## src/hw/rtl/wre_pkg.sv

```systemverilog
// ----------------------------------------------------------------------------
// wre_pkg
// Shared types and constants for the wall run extractor: register codes,
// result record, counter limits and output queue sizing.
// ----------------------------------------------------------------------------
package wre_pkg;

  localparam int REG_W = 9;                   // width of sizes, counters, coords
  localparam int MAX_HEIGHT = 256;            // largest usable map height
  localparam int H_LIM = (MAX_HEIGHT > 511) ? 511 : MAX_HEIGHT;

  localparam logic [REG_W-1:0] MIN_RUN = 9'd2;
  localparam logic [REG_W-1:0] CNT_MAX = 9'h1FF;

  localparam int FIFO_DEPTH = 8;
  localparam int FIFO_PTR_W = $clog2(FIFO_DEPTH);
  localparam int FIFO_LVL_W = FIFO_PTR_W + 1;

  typedef enum logic [0:0] {
    REG_MAP_WIDTH  = 1'b0,
    REG_MAP_HEIGHT = 1'b1
  } cfg_reg_t;

  typedef struct packed {
    logic             is_vertical;
    logic [REG_W-1:0] rect_x;
    logic [REG_W-1:0] rect_y;
    logic [REG_W-1:0] rect_width;
    logic [REG_W-1:0] rect_height;
    logic             last;
  } rect_t;

endpackage

```

## src/hw/rtl/wre_ram.sv

```systemverilog
// ----------------------------------------------------------------------------
// wre_ram
// Generic single-write, single-read RAM with registered read data.
// A read at the address written in the same cycle returns the old data.
// ----------------------------------------------------------------------------
module wre_ram #(
  parameter int WIDTH = 9,
  parameter int DEPTH = 256
) (
  input  logic                     clk,
  input  logic                     we,
  input  logic [$clog2(DEPTH)-1:0] waddr,
  input  logic [WIDTH-1:0]         wdata,
  input  logic [$clog2(DEPTH)-1:0] raddr,
  output logic [WIDTH-1:0]         rdata
);

  logic [WIDTH-1:0] mem [DEPTH];

  always_ff @(posedge clk) begin
    if (we) begin
      mem[waddr] <= wdata;
    end
    rdata <= mem[raddr];
  end

endmodule

```

## src/hw/rtl/wre_out_fifo.sv

```systemverilog
// ----------------------------------------------------------------------------
// wre_out_fifo
// Result queue: takes up to two rectangles a cycle, hands out one a cycle
// on a valid/ready port and reports its fill level for input flow control.
// ----------------------------------------------------------------------------
module wre_out_fifo
  import wre_pkg::*;
(
  input  logic                  clk,
  input  logic                  rst_n,
  input  logic                  push0,
  input  rect_t                 data0,
  input  logic                  push1,
  input  rect_t                 data1,
  output logic                  pop_valid,
  output rect_t                 pop_data,
  input  logic                  pop_ready,
  output logic [FIFO_LVL_W-1:0] level
);

  rect_t                  mem_r [FIFO_DEPTH];
  logic [FIFO_PTR_W-1:0]  wr_ptr_r, wr_ptr_nxt;
  logic [FIFO_PTR_W-1:0]  rd_ptr_r, rd_ptr_nxt;
  logic [FIFO_LVL_W-1:0]  level_r, level_nxt;
  logic [FIFO_PTR_W-1:0]  wr_ptr_p1;
  logic [1:0]             push_cnt;
  logic                   pop;

  assign pop       = pop_valid && pop_ready;
  assign push_cnt  = {1'b0, push0} + {1'b0, push1};
  assign wr_ptr_p1 = wr_ptr_r + FIFO_PTR_W'(1);

  always_comb begin
    wr_ptr_nxt = wr_ptr_r + FIFO_PTR_W'(push_cnt);
    rd_ptr_nxt = rd_ptr_r + FIFO_PTR_W'(pop);
    level_nxt  = level_r + FIFO_LVL_W'(push_cnt) - FIFO_LVL_W'(pop);
  end

  always_ff @(posedge clk) begin
    if (!rst_n) begin
      wr_ptr_r <= '0;
      rd_ptr_r <= '0;
      level_r  <= '0;
    end else begin
      wr_ptr_r <= wr_ptr_nxt;
      rd_ptr_r <= rd_ptr_nxt;
      level_r  <= level_nxt;
    end
  end

  always_ff @(posedge clk) begin
    if (push0) begin
      mem_r[wr_ptr_r] <= data0;
    end
    if (push1) begin
      mem_r[wr_ptr_p1] <= data1;
    end
  end

  assign pop_valid = (level_r != '0);
  assign pop_data  = mem_r[rd_ptr_r];
  assign level     = level_r;

endmodule

```

## src/hw/rtl/wall_run_extractor.sv

```systemverilog
// ----------------------------------------------------------------------------
// wall_run_extractor
// A tile's rectangles are registered in the column stage, then queued.
// Throughput: one tile per cycle while in_ready is high; the column counter
// memory is read when a tile is taken and written back the next cycle, with
// forwarding between neighbors. The output port moves one rectangle a cycle
// while out_ready is high, so tiles that raise two rectangles back up the
// input as the queue fills. Reset and every map_width or map_height write
// start a clearing pass over the column memory; in_ready stays low during it.
// ----------------------------------------------------------------------------
module wall_run_extractor
  import wre_pkg::*;
#(
  parameter int MAX_WIDTH = 256
) (
  input  logic             clk,
  input  logic             rst_n,
  input  logic             in_valid,
  output logic             in_ready,
  input  logic             in_is_wall,
  output logic             out_valid,
  input  logic             out_ready,
  output logic             out_is_vertical,
  output logic [REG_W-1:0] out_rect_x,
  output logic [REG_W-1:0] out_rect_y,
  output logic [REG_W-1:0] out_rect_width,
  output logic [REG_W-1:0] out_rect_height,
  output logic             out_last,
  input  logic             cfg_we,
  input  logic [0:0]       cfg_index,
  input  logic [REG_W-1:0] cfg_wdata
);

  localparam int AW    = $clog2(MAX_WIDTH);
  localparam int W_LIM = (MAX_WIDTH > 511) ? 511 : MAX_WIDTH;

  // configuration
  logic [REG_W-1:0] map_width_r, map_width_nxt;
  logic [REG_W-1:0] map_height_r, map_height_nxt;
  logic             cfg_hit;
  logic [REG_W-1:0] w_eff, h_eff;

  // clearing pass
  logic             clr_active_r, clr_active_nxt;
  logic [AW-1:0]    clr_addr_r, clr_addr_nxt;

  // scan position and row counter
  logic [REG_W-1:0] col_pos_r, col_pos_nxt;
  logic [REG_W-1:0] row_pos_r, row_pos_nxt;
  logic [REG_W-1:0] row_run_r, row_run_nxt;
  logic             accept;
  logic             last_col, last_row;
  logic [REG_W-1:0] rr_inc;
  logic             h_emit;
  logic [REG_W-1:0] h_x, h_len;

  // column stage
  logic             s1_valid_r;
  logic             s1_wall_r;
  logic             s1_last_row_r;
  logic [REG_W-1:0] s1_col_r, s1_row_r;
  logic [AW-1:0]    s1_addr_r;
  logic             s1_h_emit_r;
  logic [REG_W-1:0] s1_h_x_r, s1_h_len_r;
  logic             fwd_hit_r;
  logic [REG_W-1:0] fwd_data_r;

  logic [AW-1:0]    rd_addr;
  logic [REG_W-1:0] ram_rdata;
  logic             ram_we;
  logic [AW-1:0]    ram_waddr;
  logic [REG_W-1:0] ram_wdata;

  logic [REG_W-1:0] v_old, v_inc, v_new, v_len, v_y;
  logic             v_emit;
  rect_t            h_rect, v_rect, push0_data, push1_data;
  logic             push0, push1;

  logic                  fifo_valid;
  rect_t                 fifo_data;
  logic [FIFO_LVL_W-1:0] fifo_level;

  // --------------------------------------------------------------------------
  // configuration registers
  // --------------------------------------------------------------------------
  always_comb begin
    map_width_nxt  = map_width_r;
    map_height_nxt = map_height_r;
    cfg_hit        = 1'b0;
    if (cfg_we) begin
      unique case (cfg_reg_t'(cfg_index))
        REG_MAP_WIDTH: begin
          map_width_nxt = cfg_wdata;
          cfg_hit       = 1'b1;
        end
        REG_MAP_HEIGHT: begin
          map_height_nxt = cfg_wdata;
          cfg_hit        = 1'b1;
        end
        default: ;
      endcase
    end
  end

  always_comb begin
    w_eff = map_width_r;
    if (map_width_r == '0) begin
      w_eff = 9'd1;
    end else if (map_width_r > 9'(W_LIM)) begin
      w_eff = 9'(W_LIM);
    end
    h_eff = map_height_r;
    if (map_height_r == '0) begin
      h_eff = 9'd1;
    end else if (map_height_r > 9'(H_LIM)) begin
      h_eff = 9'(H_LIM);
    end
  end

  // --------------------------------------------------------------------------
  // clearing pass over the column memory
  // --------------------------------------------------------------------------
  always_comb begin
    clr_active_nxt = clr_active_r;
    clr_addr_nxt   = clr_addr_r;
    if (cfg_hit) begin
      clr_active_nxt = 1'b1;
      clr_addr_nxt   = '0;
    end else if (clr_active_r) begin
      clr_addr_nxt = clr_addr_r + AW'(1);
      if (clr_addr_r == AW'(MAX_WIDTH - 1)) begin
        clr_active_nxt = 1'b0;
      end
    end
  end

  // --------------------------------------------------------------------------
  // input stage: position, horizontal run, column read
  // --------------------------------------------------------------------------
  // hold off while the queue may not have room for this tile and the one ahead
  assign in_ready = !clr_active_r &&
                    ((FIFO_LVL_W + 1)'(fifo_level) + (FIFO_LVL_W + 1)'({s1_valid_r, 1'b0})
                     <= (FIFO_LVL_W + 1)'(FIFO_DEPTH - 2));
  assign accept   = in_valid && in_ready;

  assign last_col = (col_pos_r + 9'd1) >= w_eff;
  assign last_row = (row_pos_r + 9'd1) >= h_eff;
  assign rr_inc   = (row_run_r == CNT_MAX) ? row_run_r : row_run_r + 9'd1;
  assign rd_addr  = AW'(col_pos_r);

  always_comb begin
    h_emit      = 1'b0;
    h_x         = col_pos_r;
    h_len       = row_run_r;
    row_run_nxt = row_run_r;
    col_pos_nxt = col_pos_r;
    row_pos_nxt = row_pos_r;
    if (cfg_hit) begin
      row_run_nxt = '0;
      col_pos_nxt = '0;
      row_pos_nxt = '0;
    end else if (accept) begin
      if (in_is_wall) begin
        if (last_col) begin
          h_emit      = rr_inc > MIN_RUN;
          h_x         = w_eff;
          h_len       = rr_inc;
          row_run_nxt = '0;
        end else begin
          row_run_nxt = rr_inc;
        end
      end else begin
        h_emit      = row_run_r > MIN_RUN;
        row_run_nxt = '0;
      end
      if (last_col) begin
        col_pos_nxt = '0;
        row_pos_nxt = last_row ? '0 : row_pos_r + 9'd1;
      end else begin
        col_pos_nxt = col_pos_r + 9'd1;
      end
    end
  end

  // --------------------------------------------------------------------------
  // column stage: read-modify-write of the column counter
  // --------------------------------------------------------------------------
  assign v_old = fwd_hit_r ? fwd_data_r : ram_rdata;
  assign v_inc = (v_old == CNT_MAX) ? v_old : v_old + 9'd1;

  always_comb begin
    v_emit = 1'b0;
    v_len  = v_old;
    v_new  = '0;
    v_y    = s1_row_r;
    if (s1_wall_r) begin
      if (s1_last_row_r) begin
        v_emit = v_inc > MIN_RUN;
        v_len  = v_inc;
        v_y    = h_eff;
      end else begin
        v_new = v_inc;
      end
    end else begin
      v_emit = v_old > MIN_RUN;
    end
  end

  always_comb begin
    ram_we    = clr_active_r || s1_valid_r;
    ram_waddr = clr_active_r ? clr_addr_r : s1_addr_r;
    ram_wdata = clr_active_r ? '0 : v_new;
  end

  wre_ram #(
    .WIDTH (REG_W),
    .DEPTH (MAX_WIDTH)
  ) u_col_ram (
    .clk   (clk),
    .we    (ram_we),
    .waddr (ram_waddr),
    .wdata (ram_wdata),
    .raddr (rd_addr),
    .rdata (ram_rdata)
  );

  always_comb begin
    h_rect.is_vertical = 1'b0;
    h_rect.rect_x      = s1_h_x_r;
    h_rect.rect_y      = s1_row_r + 9'd1;
    h_rect.rect_width  = s1_h_len_r;
    h_rect.rect_height = 9'd1;
    h_rect.last        = !v_emit;

    v_rect.is_vertical = 1'b1;
    v_rect.rect_x      = s1_col_r + 9'd1;
    v_rect.rect_y      = v_y;
    v_rect.rect_width  = 9'd1;
    v_rect.rect_height = v_len;
    v_rect.last        = 1'b1;

    push0      = s1_valid_r && (s1_h_emit_r || v_emit);
    push1      = s1_valid_r && s1_h_emit_r && v_emit;
    push0_data = s1_h_emit_r ? h_rect : v_rect;
    push1_data = v_rect;
  end

  // --------------------------------------------------------------------------
  // registers
  // --------------------------------------------------------------------------
  always_ff @(posedge clk) begin
    if (!rst_n) begin
      map_width_r  <= 9'd32;
      map_height_r <= 9'd32;
      clr_active_r <= 1'b1;
      clr_addr_r   <= '0;
      col_pos_r    <= '0;
      row_pos_r    <= '0;
      row_run_r    <= '0;
      s1_valid_r   <= 1'b0;
      fwd_hit_r    <= 1'b0;
    end else begin
      map_width_r  <= map_width_nxt;
      map_height_r <= map_height_nxt;
      clr_active_r <= clr_active_nxt;
      clr_addr_r   <= clr_addr_nxt;
      col_pos_r    <= col_pos_nxt;
      row_pos_r    <= row_pos_nxt;
      row_run_r    <= row_run_nxt;
      s1_valid_r   <= accept;
      // the write in this cycle is not yet seen by the read issued alongside
      fwd_hit_r    <= accept && s1_valid_r && (s1_addr_r == rd_addr);
    end
  end

  always_ff @(posedge clk) begin
    fwd_data_r <= v_new;
    if (accept) begin
      s1_wall_r     <= in_is_wall;
      s1_last_row_r <= last_row;
      s1_col_r      <= col_pos_r;
      s1_row_r      <= row_pos_r;
      s1_addr_r     <= rd_addr;
      s1_h_emit_r   <= h_emit;
      s1_h_x_r      <= h_x;
      s1_h_len_r    <= h_len;
    end
  end

  // --------------------------------------------------------------------------
  // result queue
  // --------------------------------------------------------------------------
  wre_out_fifo u_out_fifo (
    .clk       (clk),
    .rst_n     (rst_n),
    .push0     (push0),
    .data0     (push0_data),
    .push1     (push1),
    .data1     (push1_data),
    .pop_valid (fifo_valid),
    .pop_data  (fifo_data),
    .pop_ready (out_ready),
    .level     (fifo_level)
  );

  assign out_valid       = fifo_valid;
  assign out_is_vertical = fifo_data.is_vertical;
  assign out_rect_x      = fifo_data.rect_x;
  assign out_rect_y      = fifo_data.rect_y;
  assign out_rect_width  = fifo_data.rect_width;
  assign out_rect_height = fifo_data.rect_height;
  assign out_last        = fifo_data.last;

`ifndef SYNTHESIS
  a_fifo_no_overflow: assert property (@(posedge clk) disable iff (!rst_n)
    fifo_level <= FIFO_LVL_W'(FIFO_DEPTH))
    else $error("result queue overflow");

  a_no_request_in_clear: assert property (@(posedge clk) disable iff (!rst_n)
    clr_active_r |-> !in_ready)
    else $error("request taken during clearing pass");

  a_no_rmw_in_clear: assert property (@(posedge clk) disable iff (!rst_n)
    s1_valid_r |-> !clr_active_r)
    else $error("column write-back overlaps clearing pass");

  a_pos_in_range: assert property (@(posedge clk) disable iff (!rst_n)
    (col_pos_r < w_eff) && (row_pos_r < h_eff))
    else $error("scan position outside the map");
`endif

endmodule

```

## config.mk

```make
export PLATFORM = sky130hd
export DESIGN_NAME = wall_run_extractor
export DESIGN_NICKNAME = d
export VERILOG_FILES = /design/src/hw/rtl/wre_pkg.sv /design/src/hw/rtl/wre_ram.sv /design/src/hw/rtl/wre_out_fifo.sv /design/src/hw/rtl/wall_run_extractor.sv
export SDC_FILE = /design/constraint.sdc
export NUM_CORES = 2
export LEC_CHECK = 0
export ABC_AREA = 1
export BUFFER_PORTS_ARGS = -buffer_cell sky130_fd_sc_hd__buf_4
export CAP_MARGIN = 20
export CELL_PAD_IN_SITES_DETAIL_PLACEMENT = 1
export CELL_PAD_IN_SITES_GLOBAL_PLACEMENT = 2
export CORE_MARGIN = 5
export CORE_UTILIZATION = 48
export DETAILED_ROUTE_END_ITERATION = 10
export GPL_TIMING_DRIVEN = 1
export PLACE_DENSITY = 0.95
export RECOVER_POWER = 25
export SETUP_SLACK_MARGIN = 0.1
export SLEW_MARGIN = 20
export SYNTH_ARGS = -nofsm -noshare
export SYNTH_HDL_FRONTEND = slang
export SYNTH_SLANG_ARGS = --single-unit
```

## constraint.sdc

```tcl
create_clock -name clk -period 32.1 [get_ports clk]
set_input_delay 1.605 -clock clk [delete_from_list [all_inputs] [get_ports clk]]
set_output_delay 1.605 -clock clk [all_outputs]
set_load 0.05 [all_outputs]
```

After elaboration in Yosys (flattened, before gate mapping)
Memory sizes are Yosys's and may differ from the RTL's. A register that Yosys moved wholly into a read port is not among the register bits.
Cells that the tools add are included.
{"block": "word_totals", "n_memories": 2, "out_inout_bits": 40, "regBits": 122, "mem_bits_rw": 2608, "wordCells": 111}
{"block": "op_classes", "n_lt_le_gt_ge": 9, "bitwise": 2, "n_addsub": 14, "n_eq_ne": 4, "n_reduce_logical": 19, "mux": 40}
{"name": "u_col_ram.mem", "words": 256, "width": 9, "rd": 1, "rd_clocked_by_memory_dff": 1, "write_ports": 1, "line_no": "wre_ram.sv:18", "text": "logic [WIDTH-1:0] mem [DEPTH];"}
{"name": "u_out_fifo.mem_r", "words": 8, "width": 38, "rd": 1, "rd_clocked_by_memory_dff": 1, "write_ports": 2, "line_no": "wre_out_fifo.sv:21", "text": "rect_t mem_r [FIFO_DEPTH];"}
{"cell": "$mux 9", "n": 24}
{"cell": "$add 9x1->9 const B", "n": 6}
{"cell": "$mux 38", "n": 1}
{"cell": "$gt 9x2->1 const B", "n": 4}
{"cell": "$eq 9x9->1 const B", "n": 2}
{"cell": "$ge 9x9->1", "n": 2}
{"cell": "$gt 9x9->1 const B", "n": 2}
{"cell": "$logic_not 9->1", "n": 2}
{"cell": "$mux 1", "n": 13}
{"cell": "$add 8x1->8 const B", "n": 1}
{"cell": "$eq 8x8->1", "n": 1}
{"cell": "$eq 8x8->1 const B", "n": 1}
{"cell": "$logic_and 1x1->1", "n": 8}
{"cell": "$mux 8", "n": 1}
{"cell": "$reduce_and 2->1", "n": 3}
{"cell": "$add 4x2->5", "n": 1}
{"cell": "$le 5x3->1 const B", "n": 1}
{"cell": "$add 4x2->4", "n": 1}
{"cell": "$reduce_bool 4->1", "n": 1}
{"cell": "$sub 4x1->4", "n": 1}
{"cell": "$add 3x1->3", "n": 1}
{"cell": "$add 3x1->3 const B", "n": 1}
{"cell": "$add 3x2->3", "n": 1}
{"cell": "$mux 3", "n": 1}
{"cell": "other kinds (5)", "n": 8}

Logic depth before layout (Yosys ltp)
{"block": "depth", "ltp_word": 11, "mapped_depth": 28}

By module
From an unflattened synthesis, not the netlist that was laid out.
{"block": "hier_totals", "cells_unflattened": 11257, "area_unflattened_um2": 119037.9}
{"module": "wre_ram", "area_per_inst_um2": 93519.7, "seq_area_each_um2": 69366.5, "instances": 1, "cells_per_inst": 7826}
{"module": "wre_out_fifo", "area_per_inst_um2": 19133.4, "seq_area_each_um2": 9328.9, "instances": 1, "cells_per_inst": 2541}
{"module": "wall_run_extractor", "area_per_inst_um2": 6384.9, "seq_area_each_um2": 2472.4, "instances": 1, "cells_per_inst": 890}

Least setup slack after synthesis
No wires, ideal clock.
{"block": "synth_timing", "path_kind": "register to register", "start": "register fwd_hit_r", "end": "memory u_col_ram.mem[0][3] (data pin)", "slack_ps": 18905, "arrival_time_ps": 11099, "setup_ps": 2096, "path_stages_with_launch": 11, "n_path_buf": 1, "synth_period_minus_slack_ps": 13195, "required_ps": 30004, "cell_sequence": "dfxtp_1 inv_2 buf_4 o21ai_0 ha_1 nand3_1 nor2_4 nand3_4 inv_2 nor2_1 nor3_1"}
{"block": "synth_between", "elab_chain_cells": 6}
{"element": "start: declaration", "line_no": "wall_run_extractor.sv:65", "text": "logic fwd_hit_r;"}
{"element": "start signal: assignment", "line_no": "wall_run_extractor.sv:272", "text": "fwd_hit_r <= accept && s1_valid_r && (s1_addr_r == rd_addr);"}
{"element": "$mux 9 (*)", "line_no": "wall_run_extractor.sv:188", "text": "assign v_old = fwd_hit_r ? fwd_data_r : ram_rdata;"}
{"element": "$add 9x1->9 or $eq 9x9->1 (tied branches)", "line_no": "wall_run_extractor.sv:189", "text": "assign v_inc = (v_old == CNT_MAX) ? v_old : v_old + 9'd1;"}
{"element": "$mux 9 (*)", "line_no": "wall_run_extractor.sv:189"}
{"element": "$mux 9 (*)", "line_no": "wall_run_extractor.sv:197", "text": "if (s1_last_row_r) begin"}
{"element": "$mux 9 (*)", "line_no": "wall_run_extractor.sv:196", "text": "if (s1_wall_r) begin"}
{"element": "$mux 9 (*)", "line_no": "wall_run_extractor.sv:212", "text": "ram_wdata = clr_active_r ? '0 : v_new;"}
{"element": "via ram_wdata[3]", "line_no": "wall_run_extractor.sv:72", "text": "logic [REG_W-1:0] ram_wdata;"}
{"element": "end: declaration", "line_no": "wre_ram.sv:18"}
Mark *: on every way through the listed nets, which the timed path passes. The rest lies on a longest branch.

Worst setup path after layout
{"block": "layout_timing", "start": "register fwd_hit_r", "end": "memory u_col_ram.mem[28][4] (data pin)"}
Same word-level chain as after synthesis.

==> summary.md <==
| Metric | Value |
|---|---|
| Status | `finished with violations` |
| Failing checks | `max-capacitance violations, max-slew violations` |
| Global-route wire length before repair | `559 mm` |
| Maximum fanout along the worst path | `141` |
| Clock transition at path regs | `0.06 ns` |
| Critical path type | `reg2reg` |
| Min-Delay Startpoint | `u_out_fifo.mem_r[5][10]` |
| Register area | `80300 um^2` |
| Critical Path Stages | `11` |
| Clk buf depth | `4` |
| FF+latch count, synth | `2731` |
| Clock latency on the worst-skew pair | `0.97 ns` |
| Syn Area/Cell | `11.9 um^2` |
| Final Max Tran Viols | `1682` |
| CP top delay family | `buffers and inverters` |
| Area grow syn2layout | `10.1%` |
| Critical Path Sink Type | `flip-flop` |
| Final net count | `9287` |
| I/O pin count | `56` |
| Max incr delay on CP | `4.99 ns` |
| Worst Path Buf+Inv | `4` |
| Setup bufs post-CTS | `0` |
| Worst path arrival time | `13.16 ns` |
| Root Driver | `clkbuf_16` |
| DRT Pass-1 Iters | `7` |
| Post-route ant nets | `0` |
| Top post-synthesis cells by count | `edfxtp_1 (2559), nor2_1 (1805), o21ai_0 (1346)` |
| Core footprint | `235000 um^2` |
| CTS tree | `built` |
| DR WL/cell | `30.3 um` |
| Worst R2R End | `u_col_ram.mem[28][4]` |
| Hold EP | `u_out_fifo.mem_r[5][10]` |
| Critical Path Slowest Stage Cell | `clkbuf_1` |
| Placed Cells | `12.1k` |
| Final WL | `381 mm` |
| Multi-input logic area | `29500 um^2` |
| Reg2Reg Setup Slack | `18.67 ns` |
| Worst hold-check path type | `reg2reg` |
| CP startpoint kind | `flip-flop` |
| I/O Buffers | `55` |
| Top-area cell type share of the netlist area | `0.678` |
| Static Leak | `0.0377 uW` |
| H-Tree Level Count | `5` |
| Fin util | `0.531` |
| Max VDD drop | `53.2 uV` |
| Fin cells | `12.6k` |
| Ys Warns | `0` |
| CTS hold repair buffers | `0` |
| GRT Residual Overflow | `0` |
| Final Hold Viols | `0` |
| Hold depth | `2` |
| Num CTS Buffers | `297` |
| RSZ-0062 raised after global routing | `false` |
| Worst slew pin tran | `6.91 ns` |
| Slew Limit Headroom | `-3.61` |
| Synth Instances | `9501` |
| Die Y | `496 um` |
| Fillers | `23.9k` |
| Layout cells sized above 1 | `0.0652` |
| Syn_nets | `9560` |
| # resized after CTS | `0` |
| DR vias/cell | `6.57` |
| DIE AREA | `246000 um^2` |
| Largest net degree at the start of global routing | `256` |
| Global placer's final weighted congestion | `0.845` |
| Starting Density | `0.482` |
| Most numerous cell in the Yosys netlist | `edfxtp_1` |
| Final worst path period share | `0.418` |
| Power, Total | `7460 uW` |
| Total GRT Usage | `0.302` |
| Dpl hpwl | `208 mm` |
| Min cycle time layout | `13.43 ns` |
| Max Clock Freq | `0.0744 GHz` |
| Synth unique cells | `50` |
| Skew final | `0.0635 ns` |
| Area leader, netlist | `edfxtp_1` |
| Pwr per Cell Area | `59.7 nW/um^2` |
| Synth Flop Type | `edfxtp_1` |
| Path depth of the worst reg2reg path | `11` |
| Netlist Area Pre-Place | `113000 um^2` |
| Seq/Total Area, Yosys | `0.708` |
| Post-synth EDFFs | `2559` |
| Clock sink count | `2731` |
| Worst R2R Start | `fwd_hit_r` |
| Residual DRC | `0` |
| Setup_tns | `0 ns` |
| # Max-Cap Violations | `29` |
| WP data required | `31.83 ns` |
| Top cells by area, synth | `edfxtp_1 (68%), nor2_1 (6.0%), o21ai_0 (5.9%), nand3_1 (4.2%), dfxtp_1 (3.0%)` |
| Die W | `496 um` |
| Crit-path cells | `inv_1, o21ai_0, ha_1, nand3_1, nor2_1, nand3_1, nand2_1, inv_1, nor3_1, clkbuf_1, clkbuf_1` |
| Vias in the first global route | `85.0k` |
| Row count | `178` |
| Async S/R FF share, synth | `0` |
| Initial antenna violation count | `13` |
| Drt initial violations | `10.6k` |
| Via count | `82.7k` |
| Final Setup Violations | `0` |
## power breakdown
part | internal (uW) | switching, uW | leakage [uW]
combinational | 76.5 | 246 | 0.0119
clock | 1880 | 1400 | 0.00441
sequential | 3840 | 16.4 | 0.0214
total | 5790 | 1660 | 0.0377
## flip-flops by register name, summed over array words and instances, names as in the netlist, 3 cells and up
signal               count
u_col_ram.mem         2304
u_out_fifo.mem_r       304
col_pos_r                9
fwd_data_r               9
map_height_r             9
map_width_r              9
row_pos_r                9
row_run_r                9
s1_col_r                 9
s1_h_len_r               9
s1_h_x_r                 9
s1_row_r                 9
u_col_ram.rdata          9
clr_addr_r               8
u_out_fifo.level         4
u_out_fifo.rd_ptr_r      3
u_out_fifo.wr_ptr_r      3
## metal layers
layer / track usage / vias up / share of wire
li1: - / 34700 / -
met1: 0.377 / 41900 / 0.36
met2: 0.495 / 4890 / 0.48
met3: 0.0658 / 1180 / 0.096
met4: 0.159 / 8 / 0.059
met5: 0 / - / 0.00015
## layout by cell type (no fill, tap or decap), drive strengths merged, types with 2 or more instances in the layout
master       n
edfxtp    2559
nor2      1810
o21ai     1371
nand3      949
nand2      571
clkbuf     401
o221ai     307
o22ai      293
o211ai     269
dfxtp      172
buf        159
inv        142
clkinv     109
a21oi       46
ha          41
nand4       40
a31oi       40
nor3        34
xor2        27
bufinv      16
mux2i       13
xnor2       11
clkinvlp    10
a22oi        8
diode        7
nor4         5
or2          5
nand3b       5
a211oi       3
and2         2
o31ai        2
mux2         2
fa           2
## stage by stage
step | hold slack (ns) | instance area [um^2] | setup slack, ns
6_report | 0.459 | 125000 | 18.67
5_1_grt | 0.489 | 125000 | 18.42
3_3_place_gp | 0.433 | 116000 | 26.60
4_1_cts | 0.457 | 125000 | 26.21
3_5_place_dp | 0.442 | 116000 | 26.32
2_1_floorplan | 0.406 | 113000 | 18.91
## worst register-to-register path: stages (launching register included)
cell      delay, ns
dfxtp_1        0.57
inv_1          0.28
o21ai_0        0.28
ha_1           0.25
nand3_1        0.12
nor2_1         0.31
nand3_1        0.26
nand2_1        0.18
inv_1          0.09
nor3_1         0.27
clkbuf_1       4.26
clkbuf_1       5.05
## layout make-up
cell class	count	area share
clock inverter	129	0.00818
inverter	148	0.00471
timing repair buffer	187	0.0118
clock buffer	373	0.0639
sequential	2731	0.643
tap	3150	0.0316
antenna	7	0.000140
multi-input combinational	5863	0.236
## worst max-delay path by stage
stage | slack, ns | from | endpoint
after floorplan | 18.91 | fwd_hit_r | u_col_ram.mem[0][3]
after global placement | 26.60 | col_pos_r[0] | u_col_ram.rdata[1]
after detailed placement | 26.32 | col_pos_r[0] | u_col_ram.rdata[3]
after CTS | 26.21 | u_out_fifo.rd_ptr_r[0] | out_rect_y[5]
after global routing | 18.42 | fwd_hit_r | u_col_ram.mem[11][4]
final | 18.67 | fwd_hit_r | u_col_ram.mem[28][4]
## kinds of logic after synthesis
logic type,Yosys count,share of synthesized area
compound gates,2345,0.124
xor+xnor,38,0.00294
fa+ha+maj,43,0.00488
buf+inv,907,0.0319
flops,2731,0.708
mux,15,0.00135
simple gates,3422,0.126
(Power assumes the default switching activity.)
